`src/hdl/pid_integral_separation_clamp_unit_assert.svh`:
```
// Assertion macros shared by the PID integral separation clamp unit.
`ifndef PID_INTEGRAL_SEPARATION_CLAMP_UNIT_ASSERT_SVH
`define PID_INTEGRAL_SEPARATION_CLAMP_UNIT_ASSERT_SVH

// Same-cycle implication, checked outside reset.
`define PISC_ASSERT_NOW(label, clk, rst, ante, cons, msg) \
   label: assert property (@(posedge clk) disable iff (rst) (ante) |-> (cons)) \
      else $error(msg);

// Next-cycle implication, checked outside reset.
`define PISC_ASSERT_NEXT(label, clk, rst, ante, cons, msg) \
   label: assert property (@(posedge clk) disable iff (rst) (ante) |=> (cons)) \
      else $error(msg);

`endif

```
`src/hdl/pisc_pkg.sv`:
```
// Package with widths, register indexes and stage types of the PID clamp unit.
package pisc_pkg;

   // Field and datapath widths.
   localparam int GAIN_W   = 16;
   localparam int ANGLE_W  = 16;
   localparam int BAND_W   = 16;
   localparam int ERR_W    = ANGLE_W + 1;
   localparam int SUM_W    = ERR_W + 1;
   localparam int DIFF_W   = ERR_W + 1;
   localparam int PROD_P_W = GAIN_W + ERR_W;
   localparam int PROD_I_W = GAIN_W + SUM_W;
   localparam int PROD_D_W = GAIN_W + DIFF_W;
   localparam int ACC_W    = PROD_D_W + 2;
   localparam int DRIVE_W  = 32;
   localparam int CSR_IDX_W = 3;

   // Default fraction width of the gains.
   localparam int FRAC_BITS_DEFAULT = 8;

   // Configuration register indexes.
   localparam logic [CSR_IDX_W-1:0] CSR_GAIN_P          = 3'd0;
   localparam logic [CSR_IDX_W-1:0] CSR_GAIN_I          = 3'd1;
   localparam logic [CSR_IDX_W-1:0] CSR_GAIN_D          = 3'd2;
   localparam logic [CSR_IDX_W-1:0] CSR_SEPARATION_BAND = 3'd3;
   localparam logic [CSR_IDX_W-1:0] CSR_INTEGRAL_LIMIT  = 3'd4;

   // Register reset values.
   localparam logic [GAIN_W-1:0] GAIN_P_RESET          = 16'd1152;
   localparam logic [GAIN_W-1:0] GAIN_I_RESET          = 16'd118;
   localparam logic [GAIN_W-1:0] GAIN_D_RESET          = 16'd3072;
   localparam logic [BAND_W-1:0] SEPARATION_BAND_RESET = 16'd6;
   localparam logic [BAND_W-1:0] INTEGRAL_LIMIT_RESET  = 16'd1000;

   // Terms handed from the integrator stage to the multiplier stage.
   typedef struct packed {
      logic signed [ERR_W-1:0]  err;
      logic signed [SUM_W-1:0]  integral;
      logic signed [DIFF_W-1:0] diff;
   } terms_type;

endpackage

```
`src/hdl/pisc_integrator.sv`:
```
// Error, integral separation, integral clamp and error change stage.
`include "pid_integral_separation_clamp_unit_assert.svh"

module pisc_integrator
   import pisc_pkg::*;
(
   input  logic                      clock,
   input  logic                      reset,
   input  logic                      in_valid,
   output logic                      in_ready,
   input  logic signed [ANGLE_W-1:0] in_measured,
   input  logic signed [ANGLE_W-1:0] in_setpoint,
   input  logic [BAND_W-1:0]         separation_band,
   input  logic [BAND_W-1:0]         integral_limit,
   output logic                      out_valid,
   input  logic                      out_ready,
   output terms_type                 out_terms
);

   logic                      valid_ff;
   logic                      valid_in;
   logic                      load;
   logic signed [ERR_W-1:0]   prev_err_ff;
   logic signed [SUM_W-1:0]   sum_ff;
   logic signed [SUM_W-1:0]   sum_in;
   terms_type                 terms_ff;
   terms_type                 terms_in;
   logic signed [ERR_W-1:0]   err;
   logic [ERR_W-1:0]          mag;
   logic                      in_band;
   logic signed [SUM_W:0]     raw_sum;
   logic signed [SUM_W:0]     lim_pos;
   logic signed [SUM_W:0]     lim_neg;
   logic signed [SUM_W:0]     clamped;

   // Stage handshake: load when the stage is empty or its item leaves.
   assign in_ready = !valid_ff || out_ready;
   assign load     = in_valid && in_ready;
   assign valid_in = load ? 1'b1 : (out_ready ? 1'b0 : valid_ff);

   // Error, its magnitude and the separation test.
   assign err     = ERR_W'(in_setpoint) - ERR_W'(in_measured);
   assign mag     = err[ERR_W-1] ? ERR_W'(-err) : ERR_W'(err);
   assign in_band = mag < {1'b0, separation_band};

   // Integrate inside the band, clear outside, then clamp to the limit.
   assign raw_sum = in_band ? ((SUM_W+1)'(sum_ff) + (SUM_W+1)'(err)) : '0;
   assign lim_pos = $signed({{(SUM_W+1-BAND_W){1'b0}}, integral_limit});
   assign lim_neg = -lim_pos;

   always_comb begin
      if (raw_sum > lim_pos) begin
         clamped = lim_pos;
      end else if (raw_sum < lim_neg) begin
         clamped = lim_neg;
      end else begin
         clamped = raw_sum;
      end
   end

   assign sum_in            = clamped[SUM_W-1:0];
   assign terms_in.err      = err;
   assign terms_in.integral = sum_in;
   assign terms_in.diff     = DIFF_W'(err) - DIFF_W'(prev_err_ff);

   // Controller state and stage valid.
   always_ff @(posedge clock) begin
      if (reset) begin
         valid_ff    <= 1'b0;
         prev_err_ff <= '0;
         sum_ff      <= '0;
      end else begin
         valid_ff <= valid_in;
         if (load) begin
            prev_err_ff <= err;
            sum_ff      <= sum_in;
         end
      end
   end

   // Stage payload.
   always_ff @(posedge clock) begin
      if (load) begin
         terms_ff <= terms_in;
      end
   end

   assign out_valid = valid_ff;
   assign out_terms = terms_ff;

   `PISC_ASSERT_NEXT(a_integral_in_limit, clock, reset, load, (sum_ff <= $signed({{(SUM_W-BAND_W){1'b0}}, $past(integral_limit)})) && (sum_ff >= -$signed({{(SUM_W-BAND_W){1'b0}}, $past(integral_limit)})), "integral outside clamp limit")
   `PISC_ASSERT_NEXT(a_cleared_outside_band, clock, reset, load && !in_band, sum_ff == '0, "integral not cleared outside band")
   `PISC_ASSERT_NEXT(a_prev_tracks_err, clock, reset, load, out_terms.err == prev_err_ff, "previous error not updated with the stage")

endmodule

```
`src/hdl/pisc_products.sv`:
```
// Gain multiplier stage followed by the three-term adder stage.
module pisc_products
   import pisc_pkg::*;
(
   input  logic                     clock,
   input  logic                     reset,
   input  logic signed [GAIN_W-1:0] gain_p,
   input  logic signed [GAIN_W-1:0] gain_i,
   input  logic signed [GAIN_W-1:0] gain_d,
   input  logic                     in_valid,
   output logic                     in_ready,
   input  terms_type                in_terms,
   output logic                     out_valid,
   input  logic                     out_ready,
   output logic signed [ACC_W-1:0]  out_acc
);

   logic                       prod_valid_ff;
   logic                       prod_valid_in;
   logic                       prod_ready;
   logic                       prod_load;
   logic signed [PROD_P_W-1:0] prod_p_ff;
   logic signed [PROD_I_W-1:0] prod_i_ff;
   logic signed [PROD_D_W-1:0] prod_d_ff;
   logic signed [PROD_P_W-1:0] prod_p_in;
   logic signed [PROD_I_W-1:0] prod_i_in;
   logic signed [PROD_D_W-1:0] prod_d_in;
   logic                       acc_valid_ff;
   logic                       acc_valid_in;
   logic                       acc_ready;
   logic                       acc_load;
   logic signed [ACC_W-1:0]    acc_ff;
   logic signed [ACC_W-1:0]    acc_in;

   // Handshake of the two stages.
   assign acc_ready     = !acc_valid_ff || out_ready;
   assign acc_load      = prod_valid_ff && acc_ready;
   assign prod_ready    = !prod_valid_ff || acc_ready;
   assign prod_load     = in_valid && prod_ready;
   assign in_ready      = prod_ready;
   assign prod_valid_in = prod_load ? 1'b1 : (acc_ready ? 1'b0 : prod_valid_ff);
   assign acc_valid_in  = acc_load ? 1'b1 : (out_ready ? 1'b0 : acc_valid_ff);

   // Three independent signed products.
   assign prod_p_in = PROD_P_W'(gain_p) * PROD_P_W'(in_terms.err);
   assign prod_i_in = PROD_I_W'(gain_i) * PROD_I_W'(in_terms.integral);
   assign prod_d_in = PROD_D_W'(gain_d) * PROD_D_W'(in_terms.diff);

   // Exact sum of the products.
   assign acc_in = ACC_W'(prod_p_ff) + ACC_W'(prod_i_ff) + ACC_W'(prod_d_ff);

   always_ff @(posedge clock) begin
      if (reset) begin
         prod_valid_ff <= 1'b0;
         acc_valid_ff  <= 1'b0;
      end else begin
         prod_valid_ff <= prod_valid_in;
         acc_valid_ff  <= acc_valid_in;
      end
   end

   always_ff @(posedge clock) begin
      if (prod_load) begin
         prod_p_ff <= prod_p_in;
         prod_i_ff <= prod_i_in;
         prod_d_ff <= prod_d_in;
      end
      if (acc_load) begin
         acc_ff <= acc_in;
      end
   end

   assign out_valid = acc_valid_ff;
   assign out_acc   = acc_ff;

endmodule

```
`src/hdl/pisc_output.sv`:
```
// Truncation toward zero, saturation and the result register.
`include "pid_integral_separation_clamp_unit_assert.svh"

module pisc_output
   import pisc_pkg::*;
#(
   parameter int FRAC_BITS = FRAC_BITS_DEFAULT
)
(
   input  logic                    clock,
   input  logic                    reset,
   input  logic                    in_valid,
   output logic                    in_ready,
   input  logic signed [ACC_W-1:0] in_acc,
   output logic                    out_valid,
   input  logic                    out_ready,
   output logic [DRIVE_W-1:0]      out_drive
);

   localparam logic signed [ACC_W-1:0] DRIVE_MAX =
      {{(ACC_W-DRIVE_W+1){1'b0}}, {(DRIVE_W-1){1'b1}}};
   localparam logic signed [ACC_W-1:0] DRIVE_MIN =
      {{(ACC_W-DRIVE_W+1){1'b1}}, {(DRIVE_W-1){1'b0}}};

   logic                    valid_ff;
   logic                    valid_in;
   logic                    load;
   logic [DRIVE_W-1:0]      drive_ff;
   logic [DRIVE_W-1:0]      drive_in;
   logic signed [ACC_W-1:0] bias;
   logic signed [ACC_W-1:0] biased;
   logic signed [ACC_W-1:0] quotient;

   assign in_ready = !valid_ff || out_ready;
   assign load     = in_valid && in_ready;
   assign valid_in = load ? 1'b1 : (out_ready ? 1'b0 : valid_ff);

   // A negative sum gets 2^FRAC_BITS - 1 added so the shift rounds toward zero.
   assign bias     = in_acc[ACC_W-1] ? {{(ACC_W-FRAC_BITS){1'b0}}, {FRAC_BITS{1'b1}}} : '0;
   assign biased   = in_acc + bias;
   assign quotient = biased >>> FRAC_BITS;

   // Saturate to the signed 32-bit range.
   always_comb begin
      if (quotient > DRIVE_MAX) begin
         drive_in = DRIVE_MAX[DRIVE_W-1:0];
      end else if (quotient < DRIVE_MIN) begin
         drive_in = DRIVE_MIN[DRIVE_W-1:0];
      end else begin
         drive_in = quotient[DRIVE_W-1:0];
      end
   end

   always_ff @(posedge clock) begin
      if (reset) begin
         valid_ff <= 1'b0;
      end else begin
         valid_ff <= valid_in;
      end
   end

   always_ff @(posedge clock) begin
      if (load) begin
         drive_ff <= drive_in;
      end
   end

   assign out_valid = valid_ff;
   assign out_drive = drive_ff;

   `PISC_ASSERT_NEXT(a_sign_kept_pos, clock, reset, load && !in_acc[ACC_W-1], !out_drive[DRIVE_W-1], "nonnegative sum gave negative drive")
   `PISC_ASSERT_NEXT(a_sign_kept_neg, clock, reset, load && in_acc[ACC_W-1], out_drive[DRIVE_W-1] || (out_drive == '0), "negative sum gave positive drive")

endmodule

```
`src/hdl/pid_integral_separation_clamp_unit.sv`:
```
// Top level of the positional PID controller with integral separation and clamp.
// One control tick per transfer: req_tdata carries the measured and target angle, and
// rsp_tdata returns the drive value, (Kp*e + Ki*integral + Kd*(e - e_prev)) / 2^FRAC_BITS
// truncated toward zero and saturated to 32 bits. The integral grows by the error only
// while |e| is strictly below separation_band, is cleared otherwise, and is clamped to
// +/- integral_limit. A new tick is accepted every cycle unless the result side stalls;
// each tick passes the input, error/integral, multiplier, adder and output registers. The
// user must write gains and limits through the csr_ port only while idle; no check is made.
module pid_integral_separation_clamp_unit
   import pisc_pkg::*;
#(
   parameter int FRAC_BITS = FRAC_BITS_DEFAULT
)
(
   input  logic                 clock,
   input  logic                 reset,
   // Input transfer channel.
   input  logic                 req_tvalid,
   output logic                 req_tready,
   input  logic [31:0]          req_tdata,   // [15:0] measured, [31:16] setpoint
   // Result transfer channel.
   output logic                 rsp_tvalid,
   input  logic                 rsp_tready,
   output logic [DRIVE_W-1:0]   rsp_tdata,   // [31:0] drive
   // Configuration write port.
   input  logic                 csr_we,
   input  logic [CSR_IDX_W-1:0] csr_index,
   input  logic [GAIN_W-1:0]    csr_wdata
);

   logic [GAIN_W-1:0]          gain_p_ff;
   logic [GAIN_W-1:0]          gain_i_ff;
   logic [GAIN_W-1:0]          gain_d_ff;
   logic [BAND_W-1:0]          band_ff;
   logic [BAND_W-1:0]          limit_ff;
   logic                       in_valid_ff;
   logic                       in_valid_in;
   logic                       in_load;
   logic signed [ANGLE_W-1:0]  measured_ff;
   logic signed [ANGLE_W-1:0]  setpoint_ff;
   logic                       integ_ready;
   logic                       terms_valid;
   logic                       terms_ready;
   terms_type                  terms;
   logic                       acc_valid;
   logic                       acc_ready;
   logic signed [ACC_W-1:0]    acc;

   // Configuration registers.
   always_ff @(posedge clock) begin
      if (reset) begin
         gain_p_ff <= GAIN_P_RESET;
         gain_i_ff <= GAIN_I_RESET;
         gain_d_ff <= GAIN_D_RESET;
         band_ff   <= SEPARATION_BAND_RESET;
         limit_ff  <= INTEGRAL_LIMIT_RESET;
      end else if (csr_we) begin
         unique case (csr_index)
            CSR_GAIN_P:          gain_p_ff <= csr_wdata;
            CSR_GAIN_I:          gain_i_ff <= csr_wdata;
            CSR_GAIN_D:          gain_d_ff <= csr_wdata;
            CSR_SEPARATION_BAND: band_ff   <= csr_wdata;
            CSR_INTEGRAL_LIMIT:  limit_ff  <= csr_wdata;
            default: begin
            end
         endcase
      end
   end

   // Input register.
   assign req_tready  = !in_valid_ff || integ_ready;
   assign in_load     = req_tvalid && req_tready;
   assign in_valid_in = in_load ? 1'b1 : (integ_ready ? 1'b0 : in_valid_ff);

   always_ff @(posedge clock) begin
      if (reset) begin
         in_valid_ff <= 1'b0;
      end else begin
         in_valid_ff <= in_valid_in;
      end
   end

   always_ff @(posedge clock) begin
      if (in_load) begin
         measured_ff <= req_tdata[ANGLE_W-1:0];
         setpoint_ff <= req_tdata[2*ANGLE_W-1:ANGLE_W];
      end
   end

   // Error and integral stage.
   pisc_integrator u_integrator (
      .clock           (clock),
      .reset           (reset),
      .in_valid        (in_valid_ff),
      .in_ready        (integ_ready),
      .in_measured     (measured_ff),
      .in_setpoint     (setpoint_ff),
      .separation_band (band_ff),
      .integral_limit  (limit_ff),
      .out_valid       (terms_valid),
      .out_ready       (terms_ready),
      .out_terms       (terms)
   );

   // Gain products and their sum.
   pisc_products u_products (
      .clock     (clock),
      .reset     (reset),
      .gain_p    (gain_p_ff),
      .gain_i    (gain_i_ff),
      .gain_d    (gain_d_ff),
      .in_valid  (terms_valid),
      .in_ready  (terms_ready),
      .in_terms  (terms),
      .out_valid (acc_valid),
      .out_ready (acc_ready),
      .out_acc   (acc)
   );

   // Scaling, saturation and result register.
   pisc_output #(
      .FRAC_BITS (FRAC_BITS)
   ) u_output (
      .clock     (clock),
      .reset     (reset),
      .in_valid  (acc_valid),
      .in_ready  (acc_ready),
      .in_acc    (acc),
      .out_valid (rsp_tvalid),
      .out_ready (rsp_tready),
      .out_drive (rsp_tdata)
   );

endmodule

```
`config.mk`:
```
export PLATFORM = sky130hd
export DESIGN_NAME = pid_integral_separation_clamp_unit
export DESIGN_NICKNAME = d
export VERILOG_FILES = /design/src/hdl/pisc_pkg.sv /design/src/hdl/pisc_integrator.sv /design/src/hdl/pisc_products.sv /design/src/hdl/pisc_output.sv /design/src/hdl/pid_integral_separation_clamp_unit.sv
export VERILOG_INCLUDE_DIRS = /design/src /design/src/hdl
export SDC_FILE = /design/constraint.sdc
export NUM_CORES = 2
export LEC_CHECK = 0
export BUFFER_PORTS_ARGS = -buffer_cell sky130_fd_sc_hd__clkbuf_2
export CORE_ASPECT_RATIO = 1.4
export CORE_MARGIN = 10
export CORE_UTILIZATION = 38
export DETAILED_ROUTE_END_ITERATION = 8
export GPL_ROUTABILITY_DRIVEN = 0
export PLACE_DENSITY = 0.57
export SETUP_SLACK_MARGIN = 0.5
export SYNTH_ARGS = -nofsm -noshare
export SYNTH_HDL_FRONTEND = slang
export SYNTH_SLANG_ARGS = --single-unit
```
`constraint.sdc`:
```
create_clock -name clock -period 6.8 [get_ports clock]
set_clock_uncertainty 0.15 [all_clocks]
set_input_delay 0.68 -clock clock [delete_from_list [all_inputs] [get_ports clock]]
set_output_delay 0.68 -clock clock [all_outputs]
set_load 0.005 [all_outputs]
```
-- Yosys cells after proc, flatten, opt, wreduce, memory -nomap -nowiden
Index checks and enable logic that the tools add are counted.
- input port bits: 56
- bits in latches: 0
- memories: 0
- RAM bits: 0
- output and inout bits: 34
- flip-flop bits (word level): 374
- ROM bits: 0
- logic and storage cells: 84
- reductions and logical operators: 26
- multiply operators: 3
- bitwise gates (word level): 0
- equal/unequal tests: 4
- muxes and demuxes: 16
- divide/modulo/power cells: 0
- $lt $le $gt $ge: 5
- $add $sub $neg: 8
- shift-type cells: 0
- operators by type and width (operator ; count):
    16-bit by 18-bit multiplier with 34-bit output ; 2
    35-bit by 34-bit adder with 36-bit output ; 1
    36-bit by 9-bit adder with 36-bit output ; 1
    18-bit 2-to-1 mux ; 2
    33-bit by 34-bit adder with 35-bit output ; 1
    16-bit by 17-bit multiplier with 33-bit output ; 1
    28-bit by 32-bit > comparator with 1-bit output (second input constant) ; 1
    28-bit by 32-bit < comparator with 1-bit output (second input constant) ; 1
    32-bit 2-to-1 mux ; 1
    18-bit by 17-bit adder with 19-bit output ; 1
    19-bit by 17-bit > comparator with 1-bit output ; 1
    19-bit < comparator ; 1
    19-bit 2-to-1 mux ; 1
    16-bit negator with 19-bit output ; 1
    17-bit by 17-bit subtractor with 18-bit output ; 1
    17-bit by 16-bit < comparator with 1-bit output ; 1
    17-bit 2-to-1 mux ; 1
    17-bit negator ; 1
    16-bit by 16-bit subtractor with 17-bit output ; 1
    1-bit 2-to-1 mux ; 10
    2-bit AND reduction ; 5
    2-bit nonzero test ; 5
    8-bit 2-to-1 mux ; 1
    3-bit by 2-bit equality test with 1-bit output (second input constant) ; 2
    other kinds (6) ; 18

-- Longest topological paths before layout
- depth after elaboration: 8
- gate-level depth with buffers: 37
- depth with buffers taken out: 34

-- Modules after synthesis
Synthesis repeated with hierarchy kept, for this count alone.
- cell total of the unflattened synthesis: 5387
- area, all modules: 52688.0 µm²
- modules (own cells, without submodules) (module ; area each (µm²) ; times used ; cells an instance):
    pisc_products ; 38654.6 ; 1 ; 3960
    pisc_integrator ; 8050.2 ; 1 ; 942
    pid_integral_separation_clamp_unit ; 4209.0 ; 1 ; 334
    pisc_output ; 1774.2 ; 1 ; 151

-- Worst setup path after synthesis
Ideal clock, no wire load.
- path type: register to register
- start point: register gain_i_ff[1]
- end point: register u_products.prod_i_ff[30] (data pin)
- setup slack: -0.070 ns
- arrival time: 6.462 ns
- stages on the path, launching flop included: 25
- library setup time: 0.258 ns
- period minus slack after synthesis: 6.870 ns
- cell sequence: dfxtp_1 -> clkbuf_1 -> clkbuf_1 -> nand2_1 -> fa_1 -> inv_1 -> fa_1 -> inv_1 -> fa_1 -> fa_1 -> inv_1 -> fa_1 -> fa_1 -> ha_1 -> a21o_1 -> a21o_1 -> a21oi_1 -> o21ai_0 -> and2_1 -> o311ai_0 -> a31oi_1 -> a31oi_1 -> o21bai_1 -> a21oi_1 -> xnor2_1
- word-level cells in the longest chain between the ends: 1
- RTL lines (item ; line ; RTL):
    start, declared ; pid_integral_separation_clamp_unit.sv:32 ; logic [GAIN_W-1:0] gain_i_ff;
    start signal, assigned ; pid_integral_separation_clamp_unit.sv:60 ; CSR_GAIN_I: gain_i_ff <= csr_wdata;
    16-bit by 18-bit multiplier with 34-bit output ; pisc_products.sv:46 ; assign prod_i_in = PROD_I_W'(gain_i) * PROD_I_W'(in_terms.integral);
    net u_products.prod_i_in[30] ; pisc_products.sv:26 ; logic signed [PROD_I_W-1:0] prod_i_in;
    end signal, assigned ; pisc_products.sv:65 ; prod_i_ff <= prod_i_in;
    end, declared ; pisc_products.sv:23 ; logic signed [PROD_I_W-1:0] prod_i_ff;
The timed path passes the listed nets, and every way through them passes these cells.
A chain may end at the register's enable or synchronous reset.

-- Worst setup path in the final report
- start point: register setpoint_ff[0]
- end point: register u_integrator.terms_ff, in the netlist u_integrator.out_terms[22] (data pin)
- word-level cells in the longest chain between the ends: 8
- RTL lines (item ; line ; RTL):
    start, declared ; pid_integral_separation_clamp_unit.sv:40 ; logic signed [ANGLE_W-1:0] setpoint_ff;
    start signal, assigned ; pid_integral_separation_clamp_unit.sv:86 ; setpoint_ff <= req_tdata[2*ANGLE_W-1:ANGLE_W];
    16-bit by 16-bit subtractor with 17-bit output (*) ; pisc_integrator.sv:42 ; assign err = ERR_W'(in_setpoint) - ERR_W'(in_measured);
    net u_integrator.err[6] ; pisc_integrator.sv:28 ; logic signed [ERR_W-1:0] err;
    17-bit negator ; pisc_integrator.sv:43 ; assign mag = err[ERR_W-1] ? ERR_W'(-err) : ERR_W'(err);
    17-bit 2-to-1 mux ; pisc_integrator.sv:43 ;
    17-bit by 16-bit < comparator with 1-bit output ; pisc_integrator.sv:44 ; assign in_band = mag < {1'b0, separation_band};
    19-bit 2-to-1 mux (*) ; pisc_integrator.sv:47 ; assign raw_sum = in_band ? ((SUM_W+1)'(sum_ff) + (SUM_W+1)'(err)) : '0;
    19-bit < comparator ; pisc_integrator.sv:54 ; end else if (raw_sum < lim_neg) begin
    18-bit 2-to-1 mux ; pisc_integrator.sv:54 ;
    18-bit 2-to-1 mux (*) ; pisc_integrator.sv:52 ; if (raw_sum > lim_pos) begin
    net u_integrator.clamped[4] ; pisc_integrator.sv:34 ; logic signed [SUM_W:0] clamped;
    end signal, assigned ; pisc_integrator.sv:84 ; terms_ff <= terms_in;
    end, declared ; pisc_integrator.sv:26 ; terms_type terms_ff;
Mark *: on every way through the listed nets, which the timed path passes. The rest lies on a longest branch.

==> results.cfg <==
[sta]
relSlewSlack_pct = 33.32
setup_slack_ns = 0.04468
whs_ns = 0.07167
setup_tns_ns = 0
final_max_slew_viol_count = 0
hold_viol = 0
tightest_slew_ns = 1.000
fin_crit_sh_pct = 99.34
rsz0062_at_grt = true
min_period_ns = 6.755
max_freq_ghz = 0.1480
setup_viol = 0

[worst_hold_path]
hold_class = input port to flop
min_from = req_tdata[31]

[global_route]
antenna_found_initial = 0
grt_overflow = 0
grt_first_pass_wirelength_mm = 227.0
grt_pass1_vias = 41128
grt_max_degree = 61
track_usage_pct = 19.42

[clock_network]
clock_sinks = 371
clock_path_buffers = 3
numCtsBuffers = 48
cts_tree = done
cts_hold_buf = 0
htree_levels = 2
clk-insertion-delay-late_ns = 0.64
cts-root-buf = clkbuf_16
clkTransAtPathRegs_ns = 0.06

[floorplanning]
rows = 159
io_pins = 90
start_util_pct = 38.14
die_x_um = 329.8
die_height_um = 453.7
coreArea_mm2 = 0.1339
dieArea_mm2 = 0.1497

[yosys]
synthDominantCellAreaShare_pct = 35.05
yosysTopAreaCell = fa_1
synth_mux_area_share_pct = 0.07841
synth_warnings = 0
synth_edf_count = 251
synth_compound_area_share_pct = 7.635
synth_xor_area_share_pct = 3.960
async_reset_ff_share_pct = 0
syn_nets = 6667
synth_top_family_by_area = adder cells
synth-seq-cells = 371
syn_inst = 5320
synth_cell_type_count = 86
synthAdderAreaFrac_pct = 44.82
synthTopCellsByCount = inv_1 (1024), fa_1 (894), nand2_1 (759)
syn_avg_cell_area_um2 = 9.598
netlist_area_mm2 = 0.05106
yosysMostFrequentCell = inv_1
synth-main-ff-cell = edfxtp_1
synthSimpleGateAreaFrac_pct = 15.00
synthTopCellsByArea = fa_1 (35%), edfxtp_1 (15%), ha_1 (9.7%)
seq_area_frac_synth_pct = 19.46

[worst_setup_path]
crit_slowest_cell = or4b_2
reg2reg_from = setpoint_ff[0]
critPathMostFrequentCell = buf_4
worst-endpoint-required_ns = 7.05
critPathLaunchType = flop
cp-end-kind = flop
crit_path_max_fanout = 5
cp-startpoint = setpoint_ff[0]
worstPathArrival_ns = 7.00
crit_type = flop to flop
critical-path-max-stage-delay_ns = 0.65

[cells_and_area]
final-seq-area_mm2 = 0.009990
multi_input_area_mm2 = 0.03844
drive_above_1_share_pct = 17.79
n_antenna_cell = 0
area_delta_synth_final_pct = 19.13
nFillCells = 12757
layout.nets = 7115

[drt]
avgRoutedWirePerCell_um = 19.22
dr_wl_met2_mm = 76.82
finalWirelength_mm = 145.7
wl_met1_mm = 55.34
wl_met3_mm = 6.135
drtAntennaViolNets = 0
top_layer = met4
via_per_inst = 5.025
drtIter0Drc = 1942
dr.pass1.iters = 7
vias = 38085
drc = 0

[status]
outcome = completed

[place]
dpl.hpwl_mm = 119.9
port_buffers = 89
place_ws_ns = -0.3860

[flow_run]
maxCapViolations = 0
==> layout make-up <==
| class | count | share of cell area, % |
|---|---|---|
| clock inverter | 31 | 0.4998 |
| tap | 1771 | 3.642 |
| inverter | 1028 | 6.349 |
| timing repair buffer | 589 | 7.795 |
| multi-input combinational | 3730 | 63.18 |
| clock buffer | 59 | 2.110 |
| sequential | 371 | 16.42 |
==> through the flow <==
stage,instances,cell area [um^2],utilization (%)
2_1_floorplan,5320,51370,-
3_3_place_gp,7331,55840,41.71
3_5_place_dp,7331,55840,41.71
4_1_cts,7524,59450,44.40
5_1_grt,7579,60830,45.44
6_report,7579,60830,45.44
==> path summary, 6_finish.rpt <==
path | to | slack [ns] | cells after the start
max reg2reg | u_integrator.out_terms[22] | 0.04 | 34
min reg2reg | u_integrator.prev_err_ff[10] | 0.30 | 2
min | setpoint_ff[15] | 0.07 | 1
max | u_integrator.out_terms[22] | 0.04 | 34
==> cells in the final DEF, fill, tap and decap left out, types with 88 or more instances in the layout <==
cell      instances
inv_1           997
fa_1            876
nand2_1         742
buf_4           398
ha_1            355
and2_1          320
edfxtp_1        251
a21oi_1         186
xnor2_1         169
nor2_1          127
dfxtp_1          90
clkbuf_2         88
==> sequential cells by signal, summed over array words and instances (netlist names), 17 cells and up <==
signal                    count
u_integrator.out_terms       53
u_integrator.prev_err_ff     17
u_integrator.sum_ff          18
u_output.out_drive           29
u_products.out_acc           36
u_products.prod_d_ff         34
u_products.prod_i_ff         34
u_products.prod_p_ff         33
==> per-layer routing <==
metal	up-vias	track usage (%)
met1	19240	22.01
met5	-	0
met3	346	2.109
met4	0	8.783
li1	17539	-
met2	960	36.13
==> critical path, delay by kind of cell (launching register included) <==
kind	cells	cell delay (ns)
and+or+nand+nor	13	2.60
AOI/OAI and AO/OA	11	1.81
adders and majority gates	4	0.80
buffers and inverters	5	0.67
DFF	1	0.37
xor gates and xnor gates	1	0.13
==> logic make-up (layout without fill, tap and decap cells) <==
group / after synthesis / count (layout)
and+or+nand+nor: 1598 / 1599
adders and majority gates: 1293 / 1293
buffers and inverters: 1221 / 1707
AOI/OAI and AO/OA: 603 / 604
DFF: 371 / 371
xor gates and xnor gates: 230 / 230
muxes: 4 / 4
==> what timing repair did <==
item | CTS | global route
gates resized for setup | 275 | 236
buffers inserted | 99 | 54
endpoints found under the setup margin | 74 | 73
gates cloned | 4 | 1
pin swaps | 131 | 135
Power is left out: the tool's default activity adds up to more than one toggle a clock period on the data nets, which glitch-free logic cannot reach.
